===== config.mk =====
export PLATFORM = sky130hd
export DESIGN_NAME = pru_front
export DESIGN_NICKNAME = d
export VERILOG_FILES = /design/src/sv/pru_pkg.sv /design/src/sv/pru_front.sv
export SDC_FILE = /design/constraint.sdc
export NUM_CORES = 1
export LEC_CHECK = 0
export BUFFER_PORTS_ARGS = -buffer_cell sky130_fd_sc_hd__buf_2
export CAP_MARGIN = 20
export CORE_AREA = 2 2 95 116
export CTS_CLUSTER_DIAMETER = 200
export DETAILED_ROUTE_END_ITERATION = 10
export DIE_AREA = 0 0 97 118
export PLACE_DENSITY_LB_ADDON = 0.15
export SLEW_MARGIN = 20
export SYNTH_ARGS = -nofsm -noshare
export SYNTH_HDL_FRONTEND = slang
export SYNTH_SLANG_ARGS = --single-unit

===== constraint.sdc =====
create_clock -name clk -period 12 [get_ports clk]
set_clock_uncertainty 0.1 [all_clocks]
set_input_delay 3 -clock clk [delete_from_list [all_inputs] [get_ports clk]]
set_output_delay 3 -clock clk [all_outputs]
set_load 0.005 [all_outputs]

===== src/sv/pru_pkg.sv =====
// ----------------------------------------------------------------------------
// pru_pkg
// Shared types and constants for the PNG row unfilter core.
// ----------------------------------------------------------------------------
package pru_pkg;

  localparam int MAX_ROW_BYTES = 8192;
  localparam int ADDR_W        = $clog2(MAX_ROW_BYTES);
  localparam int STRIDE_W      = $clog2(MAX_ROW_BYTES + 1);
  localparam int ROWPIX_W      = 13;
  localparam int WIDE_W        = (STRIDE_W > ROWPIX_W) ? STRIDE_W : ROWPIX_W;
  localparam int FIFO_DEPTH    = 4;
  localparam int FIFO_PTR_W    = $clog2(FIFO_DEPTH);
  localparam int FIFO_CNT_W    = $clog2(FIFO_DEPTH + 1);

  // configuration register indexes
  localparam logic REG_SIXTEEN_BIT = 1'b0;
  localparam logic REG_ROW_PIXELS  = 1'b1;

  // filter types
  localparam logic [2:0] FILT_NONE  = 3'd0;
  localparam logic [2:0] FILT_SUB   = 3'd1;
  localparam logic [2:0] FILT_UP    = 3'd2;
  localparam logic [2:0] FILT_AVG   = 3'd3;
  localparam logic [2:0] FILT_PAETH = 3'd4;

  typedef struct packed {
    logic [7:0] data_byte;
    logic       frame_start;
  } in_t;

  typedef struct packed {
    logic [7:0] pixel;
    logic       row_end;
    logic       bad_filter;
  } out_t;

  typedef enum logic [1:0] {
    CMD_FILTER,
    CMD_PIXEL,
    CMD_ERROR
  } cmd_kind_t;

  typedef struct packed {
    cmd_kind_t         kind;
    logic [7:0]        data;
    logic [ADDR_W-1:0] x;
    logic              slot;
    logic              first_row;
    logic [2:0]        filt;
    logic              emit;
    logic              last;
  } cmd_t;

endpackage


===== src/sv/pru_front.sv =====
// ----------------------------------------------------------------------------
// pru_front
// Accepts stream bytes, tracks row framing and the error latch, and turns
// each byte into a command for the back end (or drops it).
// ----------------------------------------------------------------------------
module pru_front (
  input  logic                         clk,
  input  logic                         rst,
  input  logic                         sixteen_bit,
  input  logic [pru_pkg::ROWPIX_W-1:0] row_pixels,
  input  logic                         src_valid,
  output logic                         src_ready,
  input  pru_pkg::in_t                 src_data,
  input  logic                         q_full,
  output logic                         push,
  output pru_pkg::cmd_t                push_cmd
);
  import pru_pkg::*;

  logic              awaiting, awaiting_next;
  logic              first_row, first_row_next;
  logic              err, err_next;
  logic [ADDR_W-1:0] pos, pos_next;
  logic [2:0]        filt, filt_next;

  logic                aw_e, first_e, err_e;
  logic [ADDR_W-1:0]   pos_e;
  logic [WIDE_W-1:0]   pix, cap;
  logic [STRIDE_W-1:0] stride, x_inc, x_bpp;
  logic                accept;

  // row length in bytes, pixel count saturated to the line store
  always_comb begin
    pix = (row_pixels == '0) ? WIDE_W'(1) : WIDE_W'(row_pixels);
    cap = sixteen_bit ? WIDE_W'(MAX_ROW_BYTES / 2) : WIDE_W'(MAX_ROW_BYTES);
    if (pix > cap) begin
      pix = cap;
    end
    stride = sixteen_bit ? STRIDE_W'({pix, 1'b0}) : STRIDE_W'(pix);
  end

  assign src_ready = !q_full;
  assign accept    = src_valid && src_ready;

  always_comb begin
    aw_e    = src_data.frame_start || awaiting;
    first_e = src_data.frame_start || first_row;
    err_e   = !src_data.frame_start && err;
    pos_e   = src_data.frame_start ? '0 : pos;
    x_inc   = STRIDE_W'(pos_e) + STRIDE_W'(1);
    x_bpp   = STRIDE_W'(pos_e) + (sixteen_bit ? STRIDE_W'(2) : STRIDE_W'(1));

    awaiting_next  = awaiting;
    first_row_next = first_row;
    err_next       = err;
    pos_next       = pos;
    filt_next      = filt;
    push           = 1'b0;

    push_cmd.kind      = CMD_PIXEL;
    push_cmd.data      = src_data.data_byte;
    push_cmd.x         = pos_e;
    push_cmd.slot      = sixteen_bit && pos_e[0];
    push_cmd.first_row = first_e;
    push_cmd.filt      = filt;
    push_cmd.emit      = !sixteen_bit || !pos_e[0];
    push_cmd.last      = (x_bpp >= stride);

    if (accept) begin
      awaiting_next  = aw_e;
      first_row_next = first_e;
      err_next       = err_e;
      pos_next       = pos_e;
      if (err_e) begin
        // dropped until next frame start
      end else if (aw_e) begin
        push = 1'b1;
        if (src_data.data_byte > 8'(FILT_PAETH)) begin
          err_next      = 1'b1;
          push_cmd.kind = CMD_ERROR;
        end else begin
          filt_next     = src_data.data_byte[2:0];
          awaiting_next = 1'b0;
          pos_next      = '0;
          push_cmd.kind = CMD_FILTER;
        end
      end else begin
        push = 1'b1;
        if (x_inc >= stride) begin
          awaiting_next  = 1'b1;
          first_row_next = 1'b0;
          pos_next       = '0;
        end else begin
          pos_next = ADDR_W'(x_inc);
        end
      end
    end
  end

  always_ff @(posedge clk) begin
    if (rst) begin
      awaiting  <= 1'b1;
      first_row <= 1'b1;
      err       <= 1'b0;
      pos       <= '0;
      filt      <= FILT_NONE;
    end else begin
      awaiting  <= awaiting_next;
      first_row <= first_row_next;
      err       <= err_next;
      pos       <= pos_next;
      filt      <= filt_next;
    end
  end

endmodule


==> metrics.md <==
| Metric | Value |
|---|---|
| Status | finished clean |
| Clk_lat worst skew | 260 ps |
| Hold Path Cell Cnt | 2 |
| P per Cell Area | 68.4 mW/mm^2 |
| GRT Util Overall | 13.7% |
| Slew headroom | 31.6% |
| Core area | 0.0103 mm^2 |
| Post-synth EDFFs | 0 |
| Synth Register Bits | 19 |
| Cts hold-fix bufs | 0 |
| Final Critical Period | 9170 ps |
| Final-report hold violation count | 0 |
| Vias | 2498 |
| Area growth, synth to finish | 14.7% |
| Initial antenna violation count | 0 |
| Starting Density | 24.6% |
| Hold Path End | pos[12] |
| Average vias per placed instance | 5.10 |
| Share of cells above drive strength 1 | 25.5% |
| Critical R2R Capture | pos[6] |
| Unrepaired setup endpoints after global routing | no |
| CP startpoint kind | input pin |
| Synth area leader | dfxtp_1 |
| Net count reported at finish | 416 |
| Total gr overflow | 0 |
| Peak supply drop | 34.1 uV |
| Die Area | 0.0114 mm^2 |
| Vias in the first global route | 2504 |
| CP arrival | 6070 ps |
| Final core utilization | 28.2% |
| Area share of the largest cell type after synthesis | 15.0% |
| Seq/Total Area, Yosys | 15.0% |
| Critical path endpoint category | primary output |
| Hold Crit Class | flop to flop |
| Final setup viols | 0 |
| Number of distinct library cells after synthesis | 64 |
| Fin crit share | 76.4% |
| First-pass GRT wire length | 13000 um |
| Detail-routed net length per standard cell | 16.2 um |
| Top cells by area, synth | dfxtp_1 (15%), ha_1 (13%), nor2_1 (5.8%), nor2b_1 (4.2%), a221oi_2 (3.5%) |
| CP max stage delay | 390 ps |
| Die Y | 118 um |
| Worst-Margin Slew | 1020 ps |
| R2r worst-path depth | 13 |
| GP Congestion | 0.826 |
| Max FO, Critical Path | 30 |
| H-tree levels | 1 |
| Layout fillers | 1130 |
| CTS buffer count | 3 |
| I/O Pins | 59 |
| Sink Count | 19 |
| Synth Instances | 323 |
| CTS max path bufs | 2 |
| Leakage power total | 0.00132 uW |
| Main synth FF type | dfxtp_1 |
| Post-route ant nets | 0 |
| CTS tree | yes |
| Total number of yosys warnings | 0 |
| Mapped cell area | 0.00254 mm^2 |
| Die width | 97 um |
| Detailed Routing Iterations Pass 1 | 4 |
| Post-CTS Resized | 0 |
| DRT iter0 DRCs | 96 |
| Worst R2R Start | pos[1] |
| Reg2reg setup slack | 7570 ps |
| Largest net degree at the start of global routing | 31 |
| Ys async rst share | 0% |
| Antenna diode count | 0 |
| Worst-path cell chain | buf_2 -> nor2b_1 -> ha_1 -> fa_1 -> nand2_1 -> or3_1 -> nor2_1 -> xor2_1 -> ha_1 -> nand4_1 -> nor2_1 -> nand2_1 -> a21oi_1 -> o221ai_1 -> o211ai_1 -> buf_2 |
| Final wirelength | 7930 um |
| Syn Nets | 377 |
| Hold_sp | pos[12] |
| Clk slew on worst S/H paths | 60 ps |
| I/O Buffers | 58 |
| Slew Viols, Final | 0 |
| # DRC | 0 |
| Max Freq | 0.109 GHz |
| CTS root buffer | clkbuf_16 |
| Post-CTS setup buffer count | 0 |
| Slowest cell on crit path | nor2b_1 |
| CP required | 8900 ps |
| # rows | 41 |
| Max cap viols | 0 |
| Syn avg cell area | 7.86 um^2 |
| CP Class | input pin to primary output |
| DP Wirelength | 6350 um |
| Setup TNS | 0 ps |
-- critical path: cells and delay by family --
family / cells / cell delay (ps)
AOI/OAI and AO/OA: 3 / 400
xor gates and xnor gates: 1 / 80
adders and majority gates: 3 / 860
buffers and inverters: 2 / 410
and+or+nand+nor: 7 / 1320
-- synthesized netlist by cell type, drive strengths merged, types with 2 or more instances --
| library cell | n |
|---|---|
| mux2i | 4 |
| maj3 | 3 |
| nor4 | 6 |
| nand4 | 4 |
| nand2 | 15 |
| or2 | 3 |
| a211oi | 3 |
| nand2b | 6 |
| o211ai | 4 |
| a21oi | 16 |
| and4 | 2 |
| xnor2 | 9 |
| a21o | 6 |
| a221oi | 8 |
| a31o | 2 |
| nand3 | 17 |
| dfxtp | 19 |
| xor2 | 10 |
| nor2b | 17 |
| and4b | 2 |
| ha | 26 |
| nor3 | 9 |
| and3 | 3 |
| a31oi | 11 |
| or3 | 3 |
| inv | 15 |
| clkbuf | 5 |
| buf | 20 |
| o21ai | 17 |
| nor2 | 39 |
| a22oi | 3 |
-- sequential cells by signal, summed over array words and instances, names as in the netlist --
name       flops
err            1
pos           13
awaiting       1
first_row      1
filt           3
-- worst max-delay path by stage --
stage | startpoint | end | slack (ps) | cells past startpoint
after global placement | src_data[0] | push_cmd[0] | 2860 | 17
after detailed placement | src_data[0] | push_cmd[0] | 2820 | 16
after floorplan | src_data[0] | push_cmd[0] | 3100 | 17
after CTS | src_data[0] | push_cmd[0] | 2800 | 16
after global routing | src_data[0] | push_cmd[0] | 2500 | 16
final | src_data[0] | push_cmd[0] | 2830 | 16
-- layout make-up --
type                            instances  area, um^2  area share [%]
Timing Repair Buffer                   59         298            10.2
Inverter                               16        60.1            2.06
Sequential cell                        19         380            13.1
Multi-Input combinational cell        263        1930            66.4
Clock buffer                            4        78.8            2.71
Tap cell                              129         161            5.54
-- power by group --
part	internal, uW	switching (uW)
clock	45.3	26.6
combinational	23.8	34.2
sequential	65.6	3.72
-- cells by family (layout without fill, tap and decap cells) --
logic type | count (synthesis) | in the layout | synth area share [%]
fa+ha+maj | 30 | 30 | 14.8
compound gates | 78 | 78 | 24.6
xor+xnor | 19 | 19 | 6.55
mux | 5 | 5 | 2.17
flops | 19 | 19 | 15.0
buf+inv | 41 | 79 | 8.82
simple gates | 131 | 131 | 28.0
-- cell usage in the layout, fill, tap and decap left out, types with 4 or more instances in the layout --
cell,instances
inv_1,14
nand3_1,17
buf_2,58
xnor2_1,9
a21o_1,6
a21oi_1,14
nand2_1,14
a221oi_2,6
nor2_1,39
xor2_1,10
nand2b_1,5
mux2i_1,4
nor4_1,6
nor2b_1,17
nor3_1,6
a31oi_1,10
ha_1,26
o21ai_0,14
dfxtp_1,19
-- routing by layer --
metal / part of all wire [%] / global-route usage (%)
met1: 47 / 18.6
met2: 48 / 23.7
met3: 4.0 / 1.31
met4: 0.73 / 2.64
met5: 0 / 0
-- per-stage QoR --
step | total power, uW | worst slack [ps] | instance area (um^2) | hold slack [ps] | std cells
final | 199 | 2830 | 2910 | 398 | 490
after global routing | 212 | 2500 | 2910 | 426 | 490
after CTS | 202 | 2800 | 2910 | 402 | 490
after detailed placement | 129 | 2820 | 2830 | 386 | 486
after global placement | 129 | 2860 | 2830 | 375 | 486
after floorplan | 111 | 3100 | 2540 | 362 | 323
No activity file was read; power rests on OpenSTA's default activity.
