## src/sv/pru_pkg.sv

```systemverilog
// ----------------------------------------------------------------------------
// pru_pkg
// Shared types and constants for the PNG row unfilter core.
// ----------------------------------------------------------------------------
package pru_pkg;

  localparam int MAX_ROW_BYTES = 8192;
  localparam int ADDR_W        = $clog2(MAX_ROW_BYTES);
  localparam int STRIDE_W      = $clog2(MAX_ROW_BYTES + 1);
  localparam int ROWPIX_W      = 13;
  localparam int WIDE_W        = (STRIDE_W > ROWPIX_W) ? STRIDE_W : ROWPIX_W;
  localparam int FIFO_DEPTH    = 4;
  localparam int FIFO_PTR_W    = $clog2(FIFO_DEPTH);
  localparam int FIFO_CNT_W    = $clog2(FIFO_DEPTH + 1);

  // configuration register indexes
  localparam logic REG_SIXTEEN_BIT = 1'b0;
  localparam logic REG_ROW_PIXELS  = 1'b1;

  // filter types
  localparam logic [2:0] FILT_NONE  = 3'd0;
  localparam logic [2:0] FILT_SUB   = 3'd1;
  localparam logic [2:0] FILT_UP    = 3'd2;
  localparam logic [2:0] FILT_AVG   = 3'd3;
  localparam logic [2:0] FILT_PAETH = 3'd4;

  typedef struct packed {
    logic [7:0] data_byte;
    logic       frame_start;
  } in_t;

  typedef struct packed {
    logic [7:0] pixel;
    logic       row_end;
    logic       bad_filter;
  } out_t;

  typedef enum logic [1:0] {
    CMD_FILTER,
    CMD_PIXEL,
    CMD_ERROR
  } cmd_kind_t;

  typedef struct packed {
    cmd_kind_t         kind;
    logic [7:0]        data;
    logic [ADDR_W-1:0] x;
    logic              slot;
    logic              first_row;
    logic [2:0]        filt;
    logic              emit;
    logic              last;
  } cmd_t;

endpackage

```

## src/sv/pru_fifo.sv

```systemverilog
// ----------------------------------------------------------------------------
// pru_fifo
// Short command queue between the front end and the back end.
// ----------------------------------------------------------------------------
module pru_fifo (
  input  logic          clk,
  input  logic          rst,
  input  logic          push,
  input  pru_pkg::cmd_t push_cmd,
  output logic          full,
  input  logic          pop,
  output logic          head_valid,
  output pru_pkg::cmd_t head_cmd
);
  import pru_pkg::*;

  cmd_t                  slots [FIFO_DEPTH];
  logic [FIFO_PTR_W-1:0] wr_ptr, rd_ptr;
  logic [FIFO_CNT_W-1:0] count;

  assign full       = (count == FIFO_CNT_W'(FIFO_DEPTH));
  assign head_valid = (count != '0);
  assign head_cmd   = slots[rd_ptr];

  always_ff @(posedge clk) begin
    if (push) begin
      slots[wr_ptr] <= push_cmd;
    end
  end

  always_ff @(posedge clk) begin
    if (rst) begin
      wr_ptr <= '0;
      rd_ptr <= '0;
      count  <= '0;
    end else begin
      if (push) begin
        wr_ptr <= wr_ptr + FIFO_PTR_W'(1);
      end
      if (pop) begin
        rd_ptr <= rd_ptr + FIFO_PTR_W'(1);
      end
      if (push && !pop) begin
        count <= count + FIFO_CNT_W'(1);
      end else if (pop && !push) begin
        count <= count - FIFO_CNT_W'(1);
      end
    end
  end

endmodule

```

## config.mk

```make
export PLATFORM = sky130hd
export DESIGN_NAME = pru_fifo
export DESIGN_NICKNAME = d
export VERILOG_FILES = /design/src/sv/pru_pkg.sv /design/src/sv/pru_fifo.sv
export SDC_FILE = /design/constraint.sdc
export NUM_CORES = 1
export LEC_CHECK = 0
export BUFFER_PORTS_ARGS = -buffer_cell sky130_fd_sc_hd__buf_2
export CAP_MARGIN = 30
export CORE_UTILIZATION = 55
export CTS_CLUSTER_DIAMETER = 60
export CTS_CLUSTER_SIZE = 40
export DETAILED_ROUTE_END_ITERATION = 12
export HOLD_SLACK_MARGIN = 0.1
export PLACE_DENSITY_LB_ADDON = 0.05
export SLEW_MARGIN = 30
export SYNTH_ARGS = -nofsm -noshare
export SYNTH_HDL_FRONTEND = slang
export SYNTH_SLANG_ARGS = --single-unit
```

## constraint.sdc

```tcl
create_clock -name clk -period 3.77 [get_ports clk]
set_input_delay 0.377 -clock clk [delete_from_list [all_inputs] [get_ports clk]]
set_output_delay 0.377 -clock clk [all_outputs]
set_load 0.1 [all_outputs]
```

==> results of run 1 <==
-- power by group --
group	leakage, nW	switching (W)	internal, W
combinational	0.685	0.000526	0.000162
clock	0.306	0.000580	0.00120
sequential	1.18	0.0000366	0.00164
total	2.17	0.00114	0.00301
-- metal layers --
layer	vias up	share of wire
met2	54	0.53
met4	0	0.0069
met1	1145	0.42
met5	-	0
li1	1049	-
met3	4	0.048
-- worst min-delay path by stage --
stage / start / endpoint / slack (ps) / cells after the start
2_1_floorplan: count[2] / count[2] / 460 / 2
3_3_place_gp: count[2] / count[2] / 490 / 2
3_5_place_dp: count[2] / count[2] / 500 / 2
4_1_cts: rst / count[2] / 120 / 2
5_1_grt: rst / count[2] / 120 / 2
6_report: rst / count[2] / 150 / 2
-- synthesized netlist by cell type --
| library cell | count |
|---|---|
| ha_1 | 5 |
| a21oi_1 | 1 |
| dfxtp_1 | 9 |
| xnor2_1 | 2 |
| fa_1 | 1 |
| mux4_2 | 30 |
| edfxtp_1 | 120 |
| clkbuf_1 | 1 |
| mux2i_1 | 2 |
| o21ai_0 | 1 |
| nor3b_1 | 1 |
| buf_2 | 3 |
| inv_1 | 4 |
| xor2_1 | 3 |
| or3_1 | 2 |
| nand2_1 | 1 |
| nor2_1 | 7 |
| buf_6 | 3 |
| and2_1 | 4 |
-- logic make-up (layout without fill, tap and decap cells) --
family,after synthesis,after routing
compound gates,2,2
xor+xnor,5,5
fa+ha+maj,6,6
buf+inv,11,132
flops,129,129
mux,32,32
simple gates,15,15
-- worst reg2reg max path: cells and delay by family (launching register included) --
kind	cells	cell delay (ps)
and+or+nand+nor	1	670
DFF	1	350
adders and majority gates	1	140
buffers and inverters	1	100
-- registers in the layout, indices dropped and copies added (netlist names), named ones only --
signal / flops
rd_ptr: 2
wr_ptr: 2
count: 3
slots: 120
-- metrics by stage --
step	power, W	utilization	cell area, um^2	hold WS, ps
final	0.00415	0.739	6140	152
after global routing	0.00428	0.739	6140	124
after CTS	0.00419	0.739	6140	120
after detailed placement	0.00238	0.625	5180	497
after global placement	0.00237	0.625	5180	486
after floorplan	0.00227	-	4760	461
-- cell type report --
class / instances / share of cell area
Sequential cell: 129 / 0.617
Timing Repair Buffer: 97 / 0.104
Multi-Input combinational cell: 60 / 0.149
Tap cell: 105 / 0.0214
Inverter: 4 / 0.00245
Clock inverter: 14 / 0.0387
Clock buffer: 17 / 0.0675
-- repair_timing --
action                                 4_1_cts  5_1_grt
hold buffers                                30        0
endpoints found under the hold margin      118        0
setup buffers                                0        0
==> summary.txt, run 1 <==
FMAX: 350 MHz
Syn nets: 240
Routed vias: 2252
Syn avg cell area: 23.8 um^2
Critical path type: register to primary output
RSZ-0062 raised after global routing: no
R2R Setup Slk: 2120 ps
Worst Max-Slew Pin Slew: 822 ps
Worst Reg-to-Reg Cells: 3
P_leak: 2.17 nW
Clock-pin slew on the worst setup and hold paths: 60 ps
Pins Over Slew Limit: 0
ANT nets after route: 0
Area of the multi-input gates: 912 um^2
Crit path required time: 3390 ps
Reg2reg end: slots[2][29]
Vias per inst: 5.29
Inst Count DP: 365
Setup TNS Final: 0 ps
Worst skew pair latency: 500 ps
Clock buffer depth: 2
Simple-gate share of the synthesized area: 0.0158
CTS root buffer: clkbuf_8
Fin crit period: 2860 ps
Reg-to-reg startpoint: wr_ptr[0]
Max_cap viols: 0
Register bit total from synthesis: 129
Register area: 3780 um^2
First-pass iteration count of the detailed router: 4
Seq/Total Area, Yosys: 0.795
Pwr dens: 677 nW/um^2
H-tree levels: 4
Total GRT Usage: 0.198
Worst path slowest cell: dfxtp_2
GRT met3 Usage: 0.0813
Hold/Removal Path Class: primary input to register
Diodes inserted: 0
Final hold vios: 0
Final worst setup slack: 911 ps
Post-synthesis xor/xnor area fraction: 0.00920
WL final: 7950 um
Status: completed
Post_cts resized: 0
Synth area leader: edfxtp_1
Setup violations, final: 0
Final critical-path share of the clock period: 0.758
Core area: 8300 um^2
Remaining DRCs: 0
Critical path launch point type: register
Mapped cell area: 4760 um^2
Die Area: 9030 um^2
Dpl hpwl: 4260 um
Crit-path leading delay family: buffers and inverters
Area growth syn-to-layout: 29.0%
Post-Syn Instances: 200
Most frequent cells in the layout: 120 x edfxtp_1, 65 x buf_2, 30 x mux4_2, 30 x dlygate4sd3_1, 16 x clkbuf_16
Vias in the first global route: 2314
Top cells by area, synth: edfxtp_1 76%, mux4_2 14%, dfxtp_1 3.8%
Crit end category: primary output
IR drop worst, VDD: 0.419 mV
Initial core utilization: 0.573
Layout cell share with drive strength beyond 1: 0.414
Ys Warns: 0
CTS tree: built
Fill count: 493
Netlist cell types: 19
RD Place Congestion: 0.652
Post-synthesis mux area share: 0.146
CTS Sinks: 129
DR WL/cell: 18.7 um
Worst Skew: 6.75 ps
Most common cell after layout, fill and taps aside: edfxtp_1
Non-filler cells in the finished layout: 426
Final Net Count: 349
Crit path cell chain: buf_4, mux4_2, buf_2
Crit-path max FO: 16
Largest family of logic cells by synthesized area: multiplexers
Clock buffers created by TritonCTS: 17
Post-Synth Adder-Cell Area: 0.0174
Critical path depth: 3
Placement Setup Slack: 1390 ps
Iter 0 DRT Violations: 84
Crit path arrival time: 2480 ps
I/O pins: 66
Top-area cell type share of the netlist area: 0.757
GR peak layer: met2
Die H: 95.0 um
Largest net degree at the start of global routing: 31
Post-synthesis compound-gate area fraction: 0.00210
Overflow after GRT: 0
GR Util met1: 0.252
Initial antenna violation count: 0
Worst stage delay on the critical path: 670 ps
Port Buffers: 65
Wire length of the first global-routing pass: 12200 um
Die width: 95.0 um
Rows: 33
Met2 Use GR: 0.313
Rel. slew slack: 0.452
Setup crit end: head_cmd[16]
WP buf/inv: 2
Note: power is estimated with default switching activity, not from simulation.
==> run 2: changes to the inputs <==
--- a/config.mk
+++ b/config.mk
@@ -7,7 +7,7 @@
 export LEC_CHECK = 0
 export BUFFER_PORTS_ARGS = -buffer_cell sky130_fd_sc_hd__buf_2
 export CAP_MARGIN = 30
-export CORE_UTILIZATION = 55
+export CORE_UTILIZATION = 51
 export CTS_CLUSTER_DIAMETER = 60
 export CTS_CLUSTER_SIZE = 40
 export DETAILED_ROUTE_END_ITERATION = 12
==> constraint.sdc (replaced) <==
create_clock -name clk -period 2.4 [get_ports clk]
set_input_delay 0.24 -clock clk [delete_from_list [all_inputs] [get_ports clk]]
set_output_delay 0.24 -clock clk [all_outputs]
set_load 0.1 [all_outputs]
==> run 2 against run 1 <==
Against the previous run: clock skew shrank 2.4 ps; die area grew 7.7%; sequential power grew 56%; wire length grew 4.5%; critical path type unchanged; critical endpoint is now head_cmd[25]; largest power group is now sequential cells.
==> summary.txt, run 2 (same netlist as run 1, synthesis figures left out) <==
Setup violations, final: 0 (unchanged)
Routed vias: 2323 (+3.2%)
Remaining DRCs: 0 (unchanged)
Inst Count DP: 374 (+2.5%)
Worst skew pair latency: 510 ps (about the same)
Dpl hpwl: 4750 um (+12%)
Final hold vios: 0 (unchanged)
Rel. slew slack: 0.681 (+0.229)
Rows: 34 (+3.0%)
Core area: 8890 um^2 (+7.1%)
Wire length of the first global-routing pass: 12900 um (+6.0%)
Worst Skew: 4.38 ps (-2.37 ps)
CTS Sinks: 129 (unchanged)
IR drop worst, VDD: 0.566 mV (+35%)
Initial antenna violation count: 0 (unchanged)
P_leak: 2.36 nW (+9.0%)
Status: completed
Most frequent cells in the layout: 120 x edfxtp_1, 35 x buf_2, 33 x dlygate4sd3_1, 33 x buf_12, 30 x mux4_2
Layout cell share with drive strength beyond 1: 0.414 (-0.000433)
Port Buffers: 65 (unchanged)
Hold Slack: 478 ps (+326 ps)
Initial core utilization: 0.535 (-0.0382)
WHS Path Cells: 2 (unchanged)
Largest net degree at the start of global routing: 31 (unchanged)
Crit path arrival time: 1930 ps (-550 ps)
Critical path launch point type: register
Critical path type: register to primary output
Hold/Removal Path Class: primary input to register
First-pass iteration count of the detailed router: 5 (+1)
Final critical-path share of the clock period: 0.904
Most common cell after layout, fill and taps aside: edfxtp_1
Worst Reg-to-Reg Cells: 4 (+1)
Die Area: 9720 um^2 (+7.7%)
Setup Fix Bufs, Post-CTS: 0 (unchanged)
Area growth syn-to-layout: 40.0%
Crit end category: primary output
Fin crit period: 2170 ps
Clock buffers created by TritonCTS: 17 (unchanged)
Pins Over Slew Limit: 0 (unchanged)
Die width: 98.6 um (+3.8%)
WL final: 8310 um (+4.5%)
Fill count: 489 (-0.81%)
Overflow after GRT: 0 (unchanged)
Diodes inserted: 0 (unchanged)
RSZ-0062 raised after global routing: no
FMAX: 461 MHz
RD Place Congestion: 0.687 (+5.4%)
Most flops, register: slots
Crit path required time: 2160 ps (-1230 ps)
Max FFs per register: 120 (unchanged)
Pwr dens: 996 nW/um^2 (+47%)
Final Net Count: 358 (+2.6%)
Vias per inst: 5.29 (about the same)
Max_cap viols: 0 (unchanged)
ANT nets after route: 0 (unchanged)
Clock buffer depth: 2 (unchanged)
Crit-path max FO: 15 (-1)
Biggest regs: slots: 120 flops, count: 3 flops
Final Cell Area: 6660 um^2 (+8.6%)
DR WL/cell: 18.9 um (+1.4%)
Post-layout util: 0.749 (+0.00989)
Clock-pin slew on the worst setup and hold paths: 60 ps (about the same)
H-tree levels: 4 (unchanged)
I/O pins: 66 (unchanged)
CTS tree: built
CTS root buffer: clkbuf_8
Worst Max-Slew Pin Slew: 478 ps (-344 ps)
Vias in the first global route: 2487 (+7.5%)
Die H: 98.6 um (+3.8%)
Setup TNS Final: 0 ps (unchanged)
Non-filler cells in the finished layout: 439 (+3.1%)
Placed Area: 5720 um^2 (+10%)
Iter 0 DRT Violations: 91 (+8.3%)
Total GRT Usage: 0.189 (-0.00898)
[run 2: stage by stage]
stage / setup WS, ps / power [W]
floorplan: 596 / 0.00357
CTS: 180 / 0.00669
detailed placement: 700 / 0.00406
finish: 231 / 0.00663
global placement: 739 / 0.00404
global route: 139 / 0.00682
[run 2: worst paths after layout]
path                                      to  slack, ps        start
worst max-delay path            head_cmd[25]        230     register
worst min-delay path             slots[1][2]        480  push_cmd[2]
worst max register to register  slots[0][21]        840    wr_ptr[0]
worst min register to register      count[2]        520     count[2]
[run 2: final cells by class]
type / count / area, um^2 / share of cell area
clock buffers: 18 / 418 / 0.0627
repair buffers: 106 / 1200 / 0.181
well taps: 108 / 135 / 0.0203
multi-input cells: 60 / 916 / 0.137
inverters: 4 / 15.0 / 0.00225
clock inverters: 14 / 189 / 0.0284
flip-flops and latches: 129 / 3780 / 0.568
[run 2: report_power, final]
group	switching, W	leakage, nW	internal (W)	total [W]
Clock	0.000908	0.282	0.00168	0.00259
Sequential	0.0000386	1.18	0.00258	0.00262
Combinational	0.000907	0.905	0.000520	0.00143
Total	0.00185	2.36	0.00478	0.00663
[run 2: repair_timing]
item,CTS,global route
endpoints found under the setup margin,0,0
hold buffers,33,0
hold endpoints to repair,129,0
gates resized for setup,0,0
[run 2: per-layer routing]
metal / vias up / share of wire / GRT usage
met3: 12 / 0.036 / 0.0553
li1: 1064 / - / -
met1: 1186 / 0.44 / 0.240
met4: 0 / 0.011 / 0.0861
met5: - / 0 / 0
met2: 61 / 0.52 / 0.304
[run 2: critical path, stage by stage (launching register included)]
cell and delay, ps:
dfxtp_2 320, buf_4 300, mux4_2 600, buf_12 190
==> run 3: changes to the inputs <==
--- a/config.mk
+++ b/config.mk
@@ -7,7 +7,9 @@
 export LEC_CHECK = 0
 export BUFFER_PORTS_ARGS = -buffer_cell sky130_fd_sc_hd__buf_2
 export CAP_MARGIN = 30
-export CORE_UTILIZATION = 51
+export CELL_PAD_IN_SITES_DETAIL_PLACEMENT = 0
+export CELL_PAD_IN_SITES_GLOBAL_PLACEMENT = 1
+export CORE_UTILIZATION = 45
 export CTS_CLUSTER_DIAMETER = 60
 export CTS_CLUSTER_SIZE = 40
 export DETAILED_ROUTE_END_ITERATION = 12
==> constraint.sdc (replaced) <==
create_clock -name clk -period 1.75 [get_ports clk]
set_input_delay 0.175 -clock clk [delete_from_list [all_inputs] [get_ports clk]]
set_output_delay 0.175 -clock clk [all_outputs]
set_load 0.1 [all_outputs]
==> run 3 against run 2 <==
Against the previous run: the run now ends with negative setup slack left; clock power up 14%; final area down 2.5%; non-clock buffer count up 1; via count down 1.1%; largest cell class unchanged.
==> summary.txt, run 3 (same netlist as run 1, synthesis figures left out) <==
Final worst setup slack: -264 ps (-495 ps)
Layout cell share with drive strength beyond 1: 0.406 (-0.00784)
Clock buffers created by TritonCTS: 17 (unchanged)
Total power: 0.00840 W (+27%)
Final Net Count: 359 (+0.28%)
Total GRT Usage: 0.163 (-0.0252)
Clock buffer depth: 2 (unchanged)
Hold/Removal Path Class: primary input to register
Rel. slew slack: 0.432 (-0.249)
Switching part of the total: 0.285 (+0.00546)
Crit path required time: 1570 ps (-590 ps)
Dpl hpwl: 4630 um (-2.7%)
Diodes inserted: 0 (unchanged)
WL final: 8000 um (-3.7%)
Status: finished, violations left
Crit-path max FO: 10 (-5)
IR drop worst, VDD: 0.671 mV (+19%)
Crit end category: primary output
Core area: 10300 um^2 (+16%)
Setup violations, final: 30 (+30)
H-tree levels: 4 (unchanged)
Worst skew pair latency: 500 ps (about the same)
Placement Setup Slack: 97.2 ps (-603 ps)
WHS Path Cells: 2 (unchanged)
Wire length of the first global-routing pass: 12800 um (-0.81%)
Largest net degree at the start of global routing: 31 (unchanged)
Critical path launch point type: register
Vias per inst: 4.93 (-6.8%)
Pwr dens: 1290 nW/um^2 (+30%)
Worst Max-Slew Pin Slew: 852 ps (+374 ps)
P_leak: 2.29 nW (-3.1%)
Die Area: 11000 um^2 (+13%)
Post-layout util: 0.632 (-0.117)
R2R Setup Slk: 110 ps (-730 ps)
Clock power share: 0.352 (-0.038)
Max FFs per register: 120 (unchanged)
Crit path arrival time: 1840 ps (-90 ps)
Most common cell after layout, fill and taps aside: edfxtp_1
Hold Path Sink: slots[0][16]
Worst Reg-to-Reg Cells: 3 (-1)
Die width: 105 um (+6.3%)
Sequential share of power: 0.428 (+0.033)
Hold Slack: 423 ps (-55.4 ps)
Final hold vios: 0 (unchanged)
Die H: 105 um (+6.3%)
I/O pins: 66 (unchanged)
Pins Over Slew Limit: 0 (unchanged)
RSZ-0062 raised after global routing: yes
Biggest regs: slots: 120 flops, count: 3 flops
Sw Pwr: 0.00239 W (+29%)
Inst Count DP: 402 (+7.5%)
RD Place Congestion: 0.636 (-7.4%)
Clock-pin slew on the worst setup and hold paths: 50 ps (about the same)
Initial antenna violation count: 0 (unchanged)
Rows: 37 (+8.8%)
Overflow after GRT: 0 (unchanged)
Fill count: 747 (+53%)
CTS Sinks: 129 (unchanged)
Fin crit period: 2010 ps
FMAX: 497 MHz
Iter 0 DRT Violations: 57 (-37%)
Worst Skew: 8.37 ps (+3.99 ps)
Most frequent cells in the layout: 120 x edfxtp_1, 33 x dlygate4sd3_1, 33 x buf_2, 30 x mux4_2, 17 x buf_12
CTS tree: built
Remaining DRCs: 0 (unchanged)
Routed vias: 2298 (-1.1%)
ANT nets after route: 0 (unchanged)
First-pass iteration count of the detailed router: 4 (-1)
Failing checks: negative setup slack
Most flops, register: slots
Reg-to-reg startpoint: wr_ptr[1]
Port Buffers: 65 (unchanged)
P_int: 0.00601 W (+26%)
Final critical-path share of the clock period: 1.15
Worst hold start: push_cmd[16]
DR WL/cell: 17.2 um (-9.3%)
Non-filler cells in the finished layout: 466 (+6.2%)
Reg2reg end: slots[0][8]
CTS root buffer: clkbuf_8
Combinational share of power: 0.220 (+0.005)
Max_cap viols: 0 (unchanged)
Vias in the first global route: 2471 (-0.64%)
Initial core utilization: 0.463 (-0.0722)
Critical path type: register to primary output
Area growth syn-to-layout: 36.6%
run 3: worst max path at each step:
stage                         endpoint      start  cells past startpoint  slack, ps
after floorplan                   full   count[1]                      1         10
after global placement     slots[0][9]  wr_ptr[1]                      3        130
after detailed placement      count[2]       push                      7        100
after CTS                  head_cmd[3]   register                      3       -300
after global routing      head_cmd[29]   register                      3       -320
final                     head_cmd[29]   register                      3       -260
run 3: worst max-delay path: stages (launching register included):
cell	delay (ps)
dfxtp_4	410
buf_12	170
mux4_2	560
buf_12	190
run 3: metal layers:
layer	routed length, um	share of wire	track usage	vias to the layer above
met1	3490	0.44	0.202	1172
li1	-	-	-	1067
met5	0	0	0	-
met4	59	0.0074	0.0604	0
met2	4150	0.52	0.268	53
met3	297	0.037	0.0568	6
run 3: area by class of cell:
| cell class | count | area, um^2 | share of cell area |
|---|---|---|---|
| clock buffer | 21 | 429 | 0.0661 |
| clock inverter | 9 | 68.8 | 0.0106 |
| inverter | 4 | 15.0 | 0.00231 |
| timing repair buffer | 107 | 1110 | 0.170 |
| sequential | 129 | 3790 | 0.583 |
| tap | 136 | 170 | 0.0262 |
| multi-input combinational | 60 | 918 | 0.141 |
run 3: repair_timing:
action                                 in CTS  in global routing
endpoints found under the hold margin     129                  0
buffers inserted                            0                  0
hold buffers                               33                  0
resized for setup                          39                  6
gates cloned                                1                  0
setup endpoints to repair                  30                 34
run 3: metrics by stage:
step	setup TNS (ps)	cell area (um^2)
floorplan	0	4760
global placement	0	5510
detailed placement	0	5510
CTS	-8090	6480
global route	-8780	6500
finish	-6890	6500
run 3: power groups by stage:
stage	Sequential (W)	Combinational [W]	Clock [W]
floorplan	0.00364	0.00125	0
global placement	0.00365	0.00168	0
detailed placement	0.00365	0.00169	0
CTS	0.00360	0.00186	0.00304
global route	0.00361	0.00192	0.00315
finish	0.00360	0.00185	0.00296
